===== src/design/aadm_pkg.sv =====
// Shared types and constants for the antenna angle decode and median unit.
`timescale 1ns / 1ps

package aadm_pkg;

	localparam int unsigned ANGLE_W = 16;
	localparam int unsigned PULSE_W = 16;
	localparam int unsigned BYTE_W  = 8;
	localparam int unsigned NIB_W   = 4;

	// Binary angle scale: centideg = raw * 36000 >> 16
	localparam logic [15:0] BIN_SCALE = 16'd36000;

	// BCD digit weights in centidegrees
	localparam logic [15:0] W_HUNDREDS = 16'd10000;
	localparam logic [15:0] W_TENS     = 16'd1000;
	localparam logic [15:0] W_ONES     = 16'd100;
	localparam logic [15:0] W_TENTHS   = 16'd10;

	// Angle encoding register codes
	localparam logic FMT_BINARY = 1'b0;
	localparam logic FMT_BCD    = 1'b1;

	// Group counter saturation value
	localparam logic [1:0] GC_FULL = 2'd2;

	typedef enum logic [1:0] {
		PH_FIRST  = 2'd0,
		PH_SECOND = 2'd1,
		PH_THIRD  = 2'd2
	} phase_t;

	typedef struct packed {
		logic [PULSE_W-1:0] pulse;
		logic [ANGLE_W-1:0] el;
		logic [ANGLE_W-1:0] az;
	} dec_item_t;

endpackage


===== src/design/aadm_decode.sv =====
// Angle decoder: binary angle or BCD digits to centidegrees.
`timescale 1ns / 1ps

module aadm_decode (
	input  logic                          fmt,
	input  logic [aadm_pkg::BYTE_W-1:0]   hi,
	input  logic [aadm_pkg::BYTE_W-1:0]   lo,
	output logic [aadm_pkg::ANGLE_W-1:0]  centideg
);

	logic [31:0] bin_prod;
	logic [15:0] bcd_sum;

	assign bin_prod = {16'd0, hi, lo} * {16'd0, aadm_pkg::BIN_SCALE};

	assign bcd_sum = (16'(hi[5:4]) * aadm_pkg::W_HUNDREDS)
		+ (16'(hi[3:0]) * aadm_pkg::W_TENS)
		+ (16'(lo[7:4]) * aadm_pkg::W_ONES)
		+ (16'(lo[3:0]) * aadm_pkg::W_TENTHS);

	always_comb begin
		if (fmt == aadm_pkg::FMT_BCD) begin
			centideg = bcd_sum;
		end else begin
			centideg = bin_prod[31:16];
		end
	end

endmodule


===== src/design/aadm_filter.sv =====
// Group-of-three sequencing, median select and result register.
`timescale 1ns / 1ps

module aadm_filter (
	input  logic                  clk,
	input  logic                  arst_n,
	input  logic                  in_valid,
	output logic                  in_ready,
	input  aadm_pkg::dec_item_t   in_item,
	output logic                  out_valid,
	input  logic                  out_ready,
	output aadm_pkg::dec_item_t   out_item
);

	aadm_pkg::phase_t phase_q, phase_nxt;
	logic [1:0]  gc_q;
	logic [15:0] az_a_q, az_b_q, el_a_q, el_b_q, pulse_a_q;
	logic        out_vld_q;
	aadm_pkg::dec_item_t out_item_q;

	logic out_free, take;
	logic cap_a, cap_b, emit;
	logic [15:0] med_az, med_el;

	function automatic logic [15:0] median3(input logic [15:0] a, input logic [15:0] b,
		input logic [15:0] c);
		logic [15:0] lo_ab, hi_ab, lo_hc;
		lo_ab = (a < b) ? a : b;
		hi_ab = (a < b) ? b : a;
		lo_hc = (hi_ab < c) ? hi_ab : c;
		return (lo_ab < lo_hc) ? lo_hc : lo_ab;
	endfunction

	assign out_free = !out_vld_q || out_ready;
	assign in_ready = (phase_q != aadm_pkg::PH_THIRD) || out_free;
	assign take     = in_valid && in_ready;

	assign med_az = median3(az_a_q, az_b_q, in_item.az);
	assign med_el = median3(el_a_q, el_b_q, in_item.el);

	always_comb begin
		case (phase_q)
			aadm_pkg::PH_FIRST:  phase_nxt = aadm_pkg::PH_SECOND;
			aadm_pkg::PH_SECOND: phase_nxt = aadm_pkg::PH_THIRD;
			aadm_pkg::PH_THIRD:  phase_nxt = aadm_pkg::PH_FIRST;
			default:             phase_nxt = aadm_pkg::PH_SECOND;
		endcase
	end

	always_comb begin
		cap_a = 1'b0;
		cap_b = 1'b0;
		emit  = 1'b0;
		case (phase_q)
			aadm_pkg::PH_FIRST:  cap_a = take;
			aadm_pkg::PH_SECOND: cap_b = take;
			aadm_pkg::PH_THIRD:  emit  = take;
			default:             cap_a = take;
		endcase
	end

	always_ff @(posedge clk or negedge arst_n) begin
		if (!arst_n) begin
			phase_q   <= aadm_pkg::PH_FIRST;
			gc_q      <= 2'd0;
			out_vld_q <= 1'b0;
		end else begin
			if (take) begin
				phase_q <= phase_nxt;
			end
			if (emit && gc_q != aadm_pkg::GC_FULL) begin
				gc_q <= gc_q + 2'd1;
			end
			if (emit) begin
				out_vld_q <= 1'b1;
			end else if (out_ready) begin
				out_vld_q <= 1'b0;
			end
		end
	end

	always_ff @(posedge clk) begin
		if (cap_a) begin
			az_a_q    <= in_item.az;
			el_a_q    <= in_item.el;
			pulse_a_q <= in_item.pulse;
		end
		if (cap_b) begin
			az_b_q <= in_item.az;
			el_b_q <= in_item.el;
		end
		if (emit) begin
			out_item_q.pulse <= pulse_a_q;
			if (gc_q != aadm_pkg::GC_FULL) begin
				out_item_q.az <= in_item.az;
				out_item_q.el <= in_item.el;
			end else begin
				out_item_q.az <= med_az;
				out_item_q.el <= med_el;
			end
		end
	end

	assign out_valid = out_vld_q;
	assign out_item  = out_item_q;

`ifndef SYNTHESIS
	a_emit_on_third: assert property (@(posedge clk) disable iff (!arst_n)
		$rose(out_vld_q) |-> $past(phase_q == aadm_pkg::PH_THIRD))
		else $error("result produced outside third reading");

	a_gc_saturates: assert property (@(posedge clk) disable iff (!arst_n)
		gc_q != 2'd3)
		else $error("group counter passed saturation");

	a_warmup_passthru: assert property (@(posedge clk) disable iff (!arst_n)
		(emit && gc_q != aadm_pkg::GC_FULL) |=>
		(out_item_q.az == $past(in_item.az) && out_item_q.el == $past(in_item.el)))
		else $error("warmup result not the third reading");

	a_hold_when_stalled: assert property (@(posedge clk) disable iff (!arst_n)
		(out_vld_q && !out_ready) |=> (out_vld_q && $stable(out_item_q)))
		else $error("stalled result changed");
`endif

endmodule


===== src/design/antenna_angle_decode_median_unit.sv =====
// A group's third reading passes the input register and decoded-item register before its result is registered.
// Throughput: one reading per cycle; stalls only when a result waits at the output
// and the third reading of the next group arrives.
// Pipeline: input register, decode (one 16x16 multiply per axis), decoded-item register,
// median/result register.
// Reset: arst_n clears valid flags, read phase, group count and the format register.
`timescale 1ns / 1ps

module antenna_angle_decode_median_unit (
	input  logic        clk,
	input  logic        arst_n,
	input  logic        cfg_we,
	input  logic        cfg_wdata,     // angle_format
	input  logic        s_tvalid,
	output logic        s_tready,
	// az_high_byte[7:0], az_low_byte[15:8], el_high_byte[23:16], el_low_byte[31:24],
	// count_nib_a[35:32], count_nib_b[39:36], count_nib_c[43:40], count_nib_d[47:44]
	input  logic [47:0] s_tdata,
	output logic        m_tvalid,
	input  logic        m_tready,
	// az_centideg[15:0], el_centideg[31:16], pulse_number[47:32]
	output logic [47:0] m_tdata
);

	logic        fmt_q;
	logic        vld_s1, vld_s2;
	logic        fmt_s1;
	logic [7:0]  az_hi_s1, az_lo_s1, el_hi_s1, el_lo_s1;
	logic [15:0] pulse_s1;
	aadm_pkg::dec_item_t item_s2, dec_item, out_item;

	logic f_ready, adv_s2, adv_s1;
	logic [15:0] az_dec, el_dec;

	assign adv_s2   = !vld_s2 || f_ready;
	assign adv_s1   = !vld_s1 || adv_s2;
	assign s_tready = adv_s1;

	always_ff @(posedge clk or negedge arst_n) begin
		if (!arst_n) begin
			fmt_q  <= aadm_pkg::FMT_BINARY;
			vld_s1 <= 1'b0;
			vld_s2 <= 1'b0;
		end else begin
			if (cfg_we) begin
				fmt_q <= cfg_wdata;
			end
			if (adv_s1) begin
				vld_s1 <= s_tvalid;
			end
			if (adv_s2) begin
				vld_s2 <= vld_s1;
			end
		end
	end

	always_ff @(posedge clk) begin
		if (s_tvalid && adv_s1) begin
			fmt_s1   <= fmt_q;
			az_hi_s1 <= s_tdata[7:0];
			az_lo_s1 <= s_tdata[15:8];
			el_hi_s1 <= s_tdata[23:16];
			el_lo_s1 <= s_tdata[31:24];
			pulse_s1 <= {s_tdata[43:40], s_tdata[47:44], s_tdata[35:32], s_tdata[39:36]};
		end
		if (vld_s1 && adv_s2) begin
			item_s2 <= dec_item;
		end
	end

	aadm_decode u_dec_az (
		.fmt      (fmt_s1),
		.hi       (az_hi_s1),
		.lo       (az_lo_s1),
		.centideg (az_dec)
	);

	aadm_decode u_dec_el (
		.fmt      (fmt_s1),
		.hi       (el_hi_s1),
		.lo       (el_lo_s1),
		.centideg (el_dec)
	);

	always_comb begin
		dec_item.az    = az_dec;
		dec_item.el    = el_dec;
		dec_item.pulse = pulse_s1;
	end

	aadm_filter u_filter (
		.clk       (clk),
		.arst_n    (arst_n),
		.in_valid  (vld_s2),
		.in_ready  (f_ready),
		.in_item   (item_s2),
		.out_valid (m_tvalid),
		.out_ready (m_tready),
		.out_item  (out_item)
	);

	assign m_tdata = {out_item.pulse, out_item.el, out_item.az};

endmodule

===== config.mk =====
export PLATFORM = sky130hd
export DESIGN_NAME = antenna_angle_decode_median_unit
export DESIGN_NICKNAME = d
export VERILOG_FILES = /design/src/design/aadm_pkg.sv /design/src/design/aadm_decode.sv /design/src/design/aadm_filter.sv /design/src/design/antenna_angle_decode_median_unit.sv
export SDC_FILE = /design/constraint.sdc
export NUM_CORES = 1
export LEC_CHECK = 0
export ABC_AREA = 1
export ABC_CLOCK_PERIOD_IN_PS = 6950
export BUFFER_PORTS_ARGS = -buffer_cell sky130_fd_sc_hd__buf_2
export CORE_ASPECT_RATIO = 1.4
export CORE_MARGIN = 1
export CORE_UTILIZATION = 40
export CTS_CLUSTER_SIZE = 25
export DETAILED_ROUTE_END_ITERATION = 10
export PLACE_DENSITY = 0.66
export SETUP_SLACK_MARGIN = 0.2
export SYNTH_ARGS = -nofsm -noshare
export SYNTH_HDL_FRONTEND = slang
export SYNTH_SLANG_ARGS = --single-unit

===== constraint.sdc =====
create_clock -name clk -period 6.95 [get_ports clk]
set_input_delay 0.695 -clock clk [delete_from_list [all_inputs] [get_ports clk]]
set_output_delay 0.695 -clock clk [all_outputs]
set_load 0.02 [all_outputs]

**Word level (Yosys, flattened, before mapping)**

Cells that the tools add are included.

- Logic and storage cells: 80
- Bits in registers: 233

- $mul: 10
- Eq/ne operators: 4
- Reduce and logical (&&, ||, !) cells: 13
- Add/subtract/negate cells: 7
- Magnitude comparators: 6
- Muxes and demuxes: 17

Operators with widths:

| cell | number |
|---|---|
| 2-to-1 mux 16 bit | 10 |
| < comparator 16 bit | 6 |
| multiplier 16 x 11 -> 27 bit (second input constant) | 2 |
| adder 16 x 11 -> 16 bit | 2 |
| adder 16 x 14 -> 16 bit | 2 |
| adder 16 x 8 -> 16 bit | 2 |
| 2-to-1 mux 32 bit | 1 |
| multiplier 2 x 10 -> 12 bit (second input constant) | 2 |
| multiplier 4 x 7 -> 11 bit (second input constant) | 2 |
| multiplier 4 x 5 -> 9 bit (second input constant) | 2 |
| multiplier 4 x 3 -> 7 bit (second input constant) | 2 |
| 2-to-1 mux 1 bit | 5 |
| logical AND 1 bit | 4 |
| logical OR 1 bit | 4 |
| != test 2 bit (second input constant) | 2 |
| case mux 2 bit (2 select lines) | 1 |
| logical NOT 1 bit | 3 |
| adder 2 x 1 -> 2 bit (second input constant) | 1 |
| == test 2 x 1 -> 1 bit (second input constant) | 1 |
| == test 2 bit (second input constant) | 1 |
| nonzero test 2 bit | 1 |
| OR reduction 2 bit | 1 |

**Longest topological paths before layout**

Gate-level depths: netlist of the first run.

- Depth in word-level cells: 7
- Gate-level depth with buffers: 38
- Gate-level depth less buffers: 35

**Modules after synthesis**

From an unflattened synthesis of the first run, not the netlist that was laid out.

- Cells, all modules: 2549
- Area total of the unflattened synthesis: 21867.2 um^2

Modules (own cells, without submodules):

| module | sequential area each (um^2) | cells each | instances | area each (um^2) |
|---|---|---|---|---|
| aadm_filter | 3968.8 | 954 | 1 | 8368.0 |
| aadm_decode (u_dec_el) | 0.0 | 741 | 1 | 5238.8 |
| aadm_decode (u_dec_az) | 0.0 | 741 | 1 | 5215.0 |
| antenna_angle_decode_median_unit | 2987.9 | 113 | 1 | 3045.4 |

**Least setup slack after synthesis of the first run**

Ideal clock, no wire load.

- Path kind: register to register
- Start: reg el_hi_s1[1]
- End: reg item_s2[31] in the netlist's numbering, data pin
- Library setup time: 0.273 ns
- Clock period less this slack: 4.946 ns
- Arrival: 4.673 ns
- Slack: 2.004 ns
- Cell stages (with the launch flop): 25
- Path buffers: 0
- Path through: edfxtp_1 fa_1 inv_1 fa_1 inv_1 ha_1 a21oi_1 nand2_1 xnor2_1 inv_1 fa_1 ha_1 ha_1 a21o_1 a21oi_1 nor2_1 o21ai_0 nand2_1 nand2_1 inv_1 nor2_1 nor2_1 nor2_1 xor2_1 a22oi_1

- Word-level cells in the longest chain between the ends: 5
- Elaborated cells on any way between the ends: 6

RTL lines:

| element | RTL line | RTL |
|---|---|---|
| from (decl) | antenna_angle_decode_median_unit.sv:28 | `logic [7:0] az_hi_s1, az_lo_s1, el_hi_s1, el_lo_s1;` |
| from (signal assigned) | antenna_angle_decode_median_unit.sv:62 | `el_hi_s1 <= s_tdata[23:16];` |
| multiplier 4 x 7 -> 11 bit | aadm_decode.sv:17 | `+ (16'(hi[3:0]) * aadm_pkg::W_TENS)` |
| adder 16 x 14 -> 16 bit | aadm_decode.sv:17 |  |
| adder 16 x 11 -> 16 bit | aadm_decode.sv:18 | `+ (16'(lo[7:4]) * aadm_pkg::W_ONES)` |
| adder 16 x 8 -> 16 bit | aadm_decode.sv:19 | `+ (16'(lo[3:0]) * aadm_pkg::W_TENTHS);` |
| 2-to-1 mux 16 bit * | aadm_decode.sv:22 | `if (fmt == aadm_pkg::FMT_BCD) begin` |
| net el_dec[15] | antenna_angle_decode_median_unit.sv:33 | `logic [15:0] az_dec, el_dec;` |
| to (signal assigned) | antenna_angle_decode_median_unit.sv:67 | `item_s2 <= dec_item;` |
| to (decl) | antenna_angle_decode_median_unit.sv:30 | `aadm_pkg::dec_item_t item_s2, dec_item, out_item;` |

The timed path passes the listed nets; every way through them passes the cells marked *.
A chain may end at the register's enable or synchronous reset.

**Worst setup path after layout of the first run**

- Start: reg u_filter.az_a_q[9]
- End: reg u_filter.out_item_q, in the netlist u_filter.out_item[15], data pin

- Word-level cells in the longest chain between the ends: 7
- Elaborated cells on any way between the ends: 8

RTL lines:

| element | RTL line | RTL |
|---|---|---|
| from (decl) | aadm_filter.sv:17 | `logic [15:0] az_a_q, az_b_q, el_a_q, el_b_q, pulse_a_q;` |
| from (signal assigned) | aadm_filter.sv:84 | `az_a_q <= in_item.az;` |
| < comparator 16 bit | aadm_filter.sv:28, aadm_filter.sv:29 |  |
| 2-to-1 mux 16 bit | aadm_filter.sv:29 | `hi_ab = (a < b) ? b : a;` |
| < comparator 16 bit | aadm_filter.sv:30 | `lo_hc = (hi_ab < c) ? hi_ab : c;` |
| 2-to-1 mux 16 bit | aadm_filter.sv:30 |  |
| < comparator 16 bit | aadm_filter.sv:31 | `return (lo_ab < lo_hc) ? lo_hc : lo_ab;` |
| 2-to-1 mux 16 bit * | aadm_filter.sv:31 |  |
| 2-to-1 mux 32 bit * | aadm_filter.sv:94 | `if (gc_q != aadm_pkg::GC_FULL) begin` |
| to (decl) | aadm_filter.sv:19 | `aadm_pkg::dec_item_t out_item_q;` |

Every way passes the cells marked *; elsewhere a longest branch is shown, timed or not.

==> results of run 1 <==
-- cell type report --
| type | count | area, um^2 | share of cell area [%] |
|---|---|---|---|
| tap | 637 | 797 | 3.62 |
| clock inverter | 19 | 194 | 0.881 |
| inverter | 444 | 1670 | 7.57 |
| multi-input combinational | 1398 | 11200 | 50.9 |
| timing repair buffer | 111 | 578 | 2.63 |
| sequential | 233 | 6960 | 31.6 |
| clock buffer | 25 | 626 | 2.84 |
-- registers in the layout (all words and copies together) (netlist names) --
name,flops
vld_s2,1
u_filter.el_b_q,16
el_hi_s1,8
u_filter.out_valid,1
fmt_q,1
u_filter.pulse_a_q,16
u_filter.phase_q,2
u_filter.out_item,48
item_s2,48
u_filter.el_a_q,16
pulse_s1,16
u_filter.az_b_q,16
vld_s1,1
fmt_s1,1
az_lo_s1,8
az_hi_s1,8
u_filter.gc_q,2
u_filter.az_a_q,16
el_lo_s1,8
-- worst max-delay path: stages, from the launching register on --
cell and delay, ps:
edfxtp_1 410, ha_1 310, nand2_1 70, inv_1 40, o21ai_1 110, a21oi_1 90
nor2_1 220, nand2_2 550, o21ai_0 470, ha_1 310, a21oi_1 150, nor2_1 60
a211oi_1 250, o221a_2 280, nand2_1 470, o21ai_0 510, ha_1 320, nand2_1 100
nor2_1 60, a211oi_1 260, o221a_2 530, nand2_4 210, nand2_1 100, nand3_1 70
nand2_1 100
-- per-stage QoR --
step / hold WS (ps) / std cells / power, mW / instance area (um^2)
floorplan: 399 / 2113 / 7.10 / 20000
global placement: 401 / 2822 / 8.24 / 21200
detailed placement: 405 / 2822 / 8.49 / 21200
CTS: 291 / 2867 / 9.89 / 22000
global route: 303 / 2867 / 10.9 / 22000
finish: 329 / 2867 / 9.84 / 22000
-- cells in the mapped netlist --
| master | instances | area [um^2] |
|---|---|---|
| inv_1 | 443 | 1660 |
| nand2_1 | 393 | 1480 |
| ha_1 | 382 | 4780 |
| edfxtp_1 | 225 | 6760 |
| o21ai_0 | 135 | 676 |
| a21oi_1 | 113 | 566 |
| fa_1 | 104 | 2080 |
| nand3_1 | 90 | 450 |
| nor2_1 | 63 | 236 |
| clkbuf_1 | 29 | 109 |
| xor2_1 | 18 | 158 |
| nand4_1 | 14 | 87.6 |
| xnor2_1 | 14 | 123 |
| o21bai_1 | 10 | 75.1 |
| dfrtp_1 | 8 | 200 |
| a211oi_1 | 6 | 45.0 |
| nor3_1 | 6 | 30.0 |
| o31ai_1 | 6 | 45.0 |
| nand2_4 | 5 | 56.3 |
| o211ai_1 | 5 | 37.5 |
| o22ai_1 | 5 | 31.3 |
| buf_2 | 4 | 20.0 |
| nand2_2 | 4 | 25.0 |
| or2_2 | 4 | 25.0 |
| o21ai_1 | 3 | 15.0 |
| a2111oi_0 | 2 | 17.5 |
| a2111oi_2 | 2 | 30.0 |
| a21o_1 | 2 | 15.0 |
| a22oi_1 | 2 | 15.0 |
| buf_4 | 2 | 15.0 |
| buf_6 | 2 | 22.5 |
| nand3b_1 | 2 | 15.0 |
| o21a_1 | 2 | 15.0 |
| o221a_2 | 2 | 22.5 |
| a221oi_1 | 1 | 8.76 |
| a31oi_1 | 1 | 6.26 |
| buf_1 | 1 | 3.75 |
| clkinv_1 | 1 | 3.75 |
| mux2_2 | 1 | 11.3 |
| nor2_2 | 1 | 6.26 |
-- how the worst max path moves through the flow --
stage | start | endpoint | slack (ps)
after detailed placement | u_filter.az_a_q[9]$_DFFE_PP_ | u_filter.out_item[3]$_DFFE_PP_ | 760
after global placement | u_filter.az_a_q[9]$_DFFE_PP_ | u_filter.out_item[3]$_DFFE_PP_ | 860
after floorplan | el_hi_s1[1]$_DFFE_PP_ | item_s2[31]$_DFFE_PP_ | 2000
after global routing | u_filter.az_b_q[9]$_DFFE_PP_ | u_filter.out_item[15]$_DFFE_PP_ | 220
after CTS | u_filter.az_a_q[9]$_DFFE_PP_ | u_filter.out_item[3]$_DFFE_PP_ | 750
final | u_filter.az_a_q[9]$_DFFE_PP_ | u_filter.out_item[15]$_DFFE_PP_ | 720
-- timing repair --
item                      4_1_cts  5_1_grt
hold endpoints to repair        8        0
setup buffers                   0        0
hold buffers                    1        0
-- layout by cell type (no fill, tap or decap), types with 3 or more instances in the layout --
| master | n |
|---|---|
| a21oi_1 | 113 |
| nand2_4 | 5 |
| inv_1 | 441 |
| nor2_1 | 60 |
| o21ai_0 | 135 |
| xnor2_1 | 14 |
| o211ai_1 | 5 |
| clkinv_1 | 4 |
| nor3_1 | 6 |
| clkinvlp_4 | 4 |
| or2_2 | 4 |
| buf_2 | 103 |
| dfrtp_1 | 8 |
| xor2_1 | 18 |
| nand4_1 | 14 |
| o21ai_1 | 3 |
| edfxtp_1 | 225 |
| clkbuf_16 | 25 |
| buf_4 | 7 |
| nand3_1 | 90 |
| ha_1 | 382 |
| fa_1 | 104 |
| nand2_1 | 393 |
| a211oi_1 | 6 |
| o31ai_1 | 6 |
| nand2_2 | 4 |
| o21bai_1 | 10 |
| o22ai_1 | 5 |
| clkinv_4 | 4 |
-- layer usage --
layer  up-vias  routed length, um  track usage [%]
li1       7171                  -                -
met1      6537              17700             19.5
met2       221              21400             31.2
met3        75               1180             1.79
met4         0               1100             5.54
met5         -                  0                0
-- power groups by stage --
stage | combinational [mW] | clock [mW] | sequential (mW)
final | 6.09 | 1.33 | 2.42
after global routing | 7.01 | 1.42 | 2.47
after CTS | 6.08 | 1.38 | 2.43
after detailed placement | 6.03 | 0 | 2.46
after global placement | 5.80 | 0 | 2.44
after floorplan | 4.68 | 0 | 2.42
-- cells by family (layout without fill, tap and decap cells) --
logic type	Yosys count	count (layout)
compound gates	297	297
flops	233	233
xor+xnor	32	32
buf+inv	482	599
mux	1	1
simple gates	582	582
fa+ha+maj	486	486
==> results_dict.tcl, run 1 <==
set metrics [dict create \
    max_slew_margin_pct 22.3 \
    rsz0062_at_grt "false" \
    ys_seq_area_share_pct 34.8 \
    start_util_pct 40.7 \
    grt_max_degree 64 \
    p_leak_nw 11.2 \
    hold_viol_final 0 \
    root_buffer "clkbuf_16" \
    clk_path_buf_depth 3 \
    synth_mux_area_share_pct 0.0564 \
    ir_drop_mv 0.226 \
    dp_slack_ps 763 \
    rr_endpoint "u_filter.out_item[15]$_DFFE_PP_" \
    fin_nets 2752 \
    regToRegSetupSlack_ps 720 \
    tightestPinTransition_ps 1170 \
    dr.first_iter.drc_count 722 \
    die_h_um 266 \
    grt_use_total_pct 16.7 \
    layout_setup_ws_ps 721 \
    cts.sinks 233 \
    diodes 0 \
    cp_data_arrival_time_ps 6620 \
    drive_above_1_share_pct 7.85 \
    required_ps 7350 \
    synth_compound_area_share_pct 8.11 \
    synth_xor_area_share_pct 1.40 \
    min_from "s_tdata[27]" \
    place_congestion 0.889 \
    fill_cells 4590 \
    dp_hpwl_um 33100 \
    timing.final.max_slew_violations 0 \
    pwr-share-clk_pct 13.5 \
    hold_path_depth 1 \
    yosysUniqueCellTypes 40 \
    critPathCaptureType "flip-flop" \
    num_rows 96 \
    firstDrtPassIters 6 \
    die_x_um 191 \
    clk_pin_slew_ps 70 \
    fmax_mhz 161 \
    worstHoldPathType "input pin to flip-flop" \
    setup_viol 0 \
    first_global_vias 14595 \
    syn_area_um2 20000 \
    vias 14004 \
    skew_ps 13.2 \
    route.detailed.wl_per_inst_um 14.4 \
    core_area_um2 49100 \
    grt_pass1_wl_um 68900 \
    synth_nets 2653 \
    power_frac_comb_pct 61.9 \
    synth-adder-area-share_pct 34.4 \
    ys_seq_elements 233 \
    cts_tree "built" \
    finalCritPeriodShare_pct 89.6 \
    fin_setup_tns_ps 0 \
    antenna_found_initial 0 \
    fin_util_pct 44.8 \
    gr-total-overflow 0 \
    switching_share_pct 47.8 \
    drv_cap 0 \
    yosysWarnings 0 \
    hold_end "el_lo_s1[3]$_DFFE_PP_" \
    htree_levels 1 \
    cts_resized 0 \
    clk_latency_ps 540 \
    ioPinCount 104 \
    outcome "completed" \
    synth_top_family_by_area "adder cells" \
    postRouteAntennaNets 0 \
    startpoint_type "flip-flop" \
    period_minus_slack_ps 6230 \
    viasPerCell 4.88 \
    synthSimpleGateAreaFrac_pct 12.1 \
    crit_type "flip-flop to flip-flop" \
    cts_buffers 24 \
    rr_worst_depth 24 \
    avgSynthCellArea_um2 9.45 \
    postRouteWirelength_um 41400 \
    drc_errors 0 \
    p_seq_share_pct 24.6 \
    rr_startpoint "u_filter.az_a_q[9]$_DFFE_PP_" \
    port_buffers 103 \
    switchingPower_mw 4.71 \
    worstPathMaxFanout 63 \
    die_area_um2 50800 \
    synth_cells 2113 \
    power.internal_mw 5.13 \
    area_delta_synth_final_pct 10.2 \
    p_per_area_nw_per_um2 447 \
]
(Power assumes the default switching activity.)
==> inputs of run 2 (changes only) <==
Settings changed: ABC_CLOCK_PERIOD_IN_PS 6950 to 5600, CORE_MARGIN 1 to 3, PLACE_DENSITY 0.66 to 0.68.
Clock period 6.95 ns to 5.6 ns, I/O delays scaled along.
==> run 2 against run 1 <==
Net effect: wire length is 3.6% higher; worst setup slack worse by 170 ps; maximum frequency is 23% higher; clock power is 36% higher; die area is 3.6% higher; cell area is 1.8% higher; cell count is 1.0% higher; global-route usage is 0.56 points lower; non-clock buffer count is 25 higher; critical path depth stayed put; total power is 29% higher; combinational power is 29% higher; largest power group unchanged; highest routed layer unchanged.
==> results_dict.tcl, run 2 (synthesis gave the netlist of run 1 again) <==
set metrics [dict create \
    cp.depth 24 \
    power_frac_comb_pct 62.1 \
    num_rows 96 \
    cts.sinks 233 \
    firstDrtPassIters 5 \
    startpoint_type "flip-flop" \
    die_h_um 270 \
    die_area_um2 52700 \
    rr_worst_depth 24 \
    die_x_um 195 \
    critPathSlowestCell "fa_1" \
    cts_buffers 25 \
    worstPathMaxFanout 9 \
    ioPinCount 104 \
    grt_pass1_wl_um 70800 \
    rsz0062_at_grt "false" \
    root_buffer "clkbuf_16" \
    period_minus_slack_ps 5040 \
    timing.final.max_slew_violations 0 \
    viasPerCell 4.94 \
    path_buf_inv 7 \
    start_util_pct 40.6 \
    layout_common_cells "inv_1, nand2_1, ha_1" \
    first_global_vias 14698 \
    place_congestion 0.909 \
    clk_latency_ps 540 \
    required_ps 5870 \
    critPathCaptureType "flip-flop" \
    drc_errors 0 \
    regToRegSetupSlack_ps 560 \
    grt_max_degree 50 \
    fin_area_um2 22400 \
    switching_share_pct 47.2 \
    outcome "completed" \
    diodes 0 \
    max_slew_margin_pct 21.4 \
    rr_endpoint "item_s2[15]$_DFFE_PP_" \
    cts_tree "built" \
    vias 14303 \
    place_area_um2 21300 \
    antenna_found_initial 0 \
    cpLargestDelayFamily "adder cells" \
    slowest_delay_ps 560 \
    core_area_um2 49200 \
    regArea_um2 6960 \
    gr-total-overflow 0 \
    htree_levels 1 \
    p_per_area_nw_per_um2 566 \
    dp_hpwl_um 34000 \
    power.internal_mw 6.70 \
    cp_data_arrival_time_ps 5320 \
    skew_ps 17.6 \
    p_seq_share_pct 23.7 \
    fin_nets 2780 \
    hold_viol_final 0 \
    crit_type "flip-flop to flip-flop" \
    clk_path_buf_depth 3 \
    grt_use_total_pct 16.1 \
    clk_pin_slew_ps 70 \
    route.detailed.wl_per_inst_um 14.8 \
    port_buffers 103 \
    tightestPinTransition_ps 1180 \
    finalCritPeriodShare_pct 90.1 \
    area_delta_synth_final_pct 12.2 \
    holdWs_ps 189 \
    path_cells "buf_4, ha_1, inv_1, fa_1, fa_1, inv_1, ha_1, inv_1, fa_1, inv_1, ha_1, a21oi_1, inv_1, a21oi_1, o21ai_1, a21oi_1, o21bai_1, nand2_1, inv_1, nor2_1, nor2_1, nor2_1, xor2_1, a22oi_1" \
    ir_drop_mv 0.407 \
    worstHoldPathType "input pin to flip-flop" \
    fill_cells 4593 \
    crit_top_cell "inv_1" \
    p_leak_nw 11.3 \
    crit_path_end "item_s2[15]$_DFFE_PP_" \
    fmax_mhz 198 \
    setup_viol 0 \
    dr.first_iter.drc_count 743 \
    switchingPower_mw 5.98 \
    postRouteWirelength_um 42900 \
    fin_setup_tns_ps 0 \
    multiInputGateArea_um2 11300 \
    pwr-share-clk_pct 14.2 \
    rr_startpoint "az_hi_s1[1]$_DFFE_PP_" \
    mostFrequentLayoutCell "inv_1" \
    startpoint "az_hi_s1[1]$_DFFE_PP_" \
    drv_cap 0 \
    drive_above_1_share_pct 9.47 \
    postRouteAntennaNets 0 \
]
==> run 2: changes by cell type in the layout (fill, tap and decap cells not counted), moves of 4 or more <==
cell,change
buf_4,+23
a21oi_1,-4
o21ai_1,+14
a21oi_2,+4
o21ai_0,-14
==> run 2: area by class of cell <==
type / instances / area share [%]
clock buffers: 27 / 2.83
clock inverters: 19 / 1.26
inverters: 444 / 7.44
multi-input cells: 1400 / 50.4
flip-flops and latches: 233 / 31.0
well taps: 637 / 3.56
repair buffers: 136 / 3.45
==> run 2: worst min-delay path by stage <==
| stage | start | to | slack [ps] | cells after the start |
|---|---|---|---|---|
| floorplan | arst_n | fmt_q$_DFFE_PN0P_ | 260 | 0 |
| global placement | item_s2[41]$_DFFE_PP_ | u_filter.pulse_a_q[9]$_DFFE_PP_ | 400 | 0 |
| detailed placement | pulse_s1[6]$_DFFE_PP_ | item_s2[38]$_DFFE_PP_ | 400 | 0 |
| CTS | s_tdata[39] | pulse_s1[3]$_DFFE_PP_ | 160 | 1 |
| global route | s_tdata[32] | pulse_s1[4]$_DFFE_PP_ | 160 | 1 |
| finish | s_tdata[39] | pulse_s1[3]$_DFFE_PP_ | 190 | 1 |
==> run 2: repair_timing <==
item	in CTS	in global routing
setup endpoints to repair	0	35
buffers inserted	0	4
gates resized for setup	0	32
endpoints found under the hold margin	8	0
hold buffers	1	0
==> run 2: layer usage <==
layer / vias up / share of wire, % / GRT usage, %
li1: 7229 / - / -
met1: 6789 / 42 / 19.2
met2: 225 / 53 / 30.6
met3: 60 / 3.1 / 1.73
met4: 0 / 2.0 / 4.11
met5: - / 0 / 0
==> run 2: metrics by stage <==
stage | total power, mW | setup slack (ps) | instances | utilization (%)
4_1_cts | 12.6 | 260 | 2890 | 45.2
2_1_floorplan | 8.81 | 654 | 2113 | -
3_3_place_gp | 10.5 | 429 | 2843 | 43.3
5_1_grt | 14.1 | 211 | 2896 | 45.5
3_5_place_dp | 10.7 | 292 | 2843 | 43.3
6_report | 12.7 | 556 | 2896 | 45.5
==> run 2: power groups by stage <==
| stage | clock network (mW) | logic, mW | registers [mW] |
|---|---|---|---|
| 2_1_floorplan | 0 | 5.80 | 3.01 |
| 5_1_grt | 1.94 | 9.10 | 3.06 |
| 4_1_cts | 1.87 | 7.75 | 3.01 |
| 3_3_place_gp | 0 | 7.43 | 3.03 |
| 6_report | 1.81 | 7.87 | 3.00 |
| 3_5_place_dp | 0 | 7.69 | 3.04 |
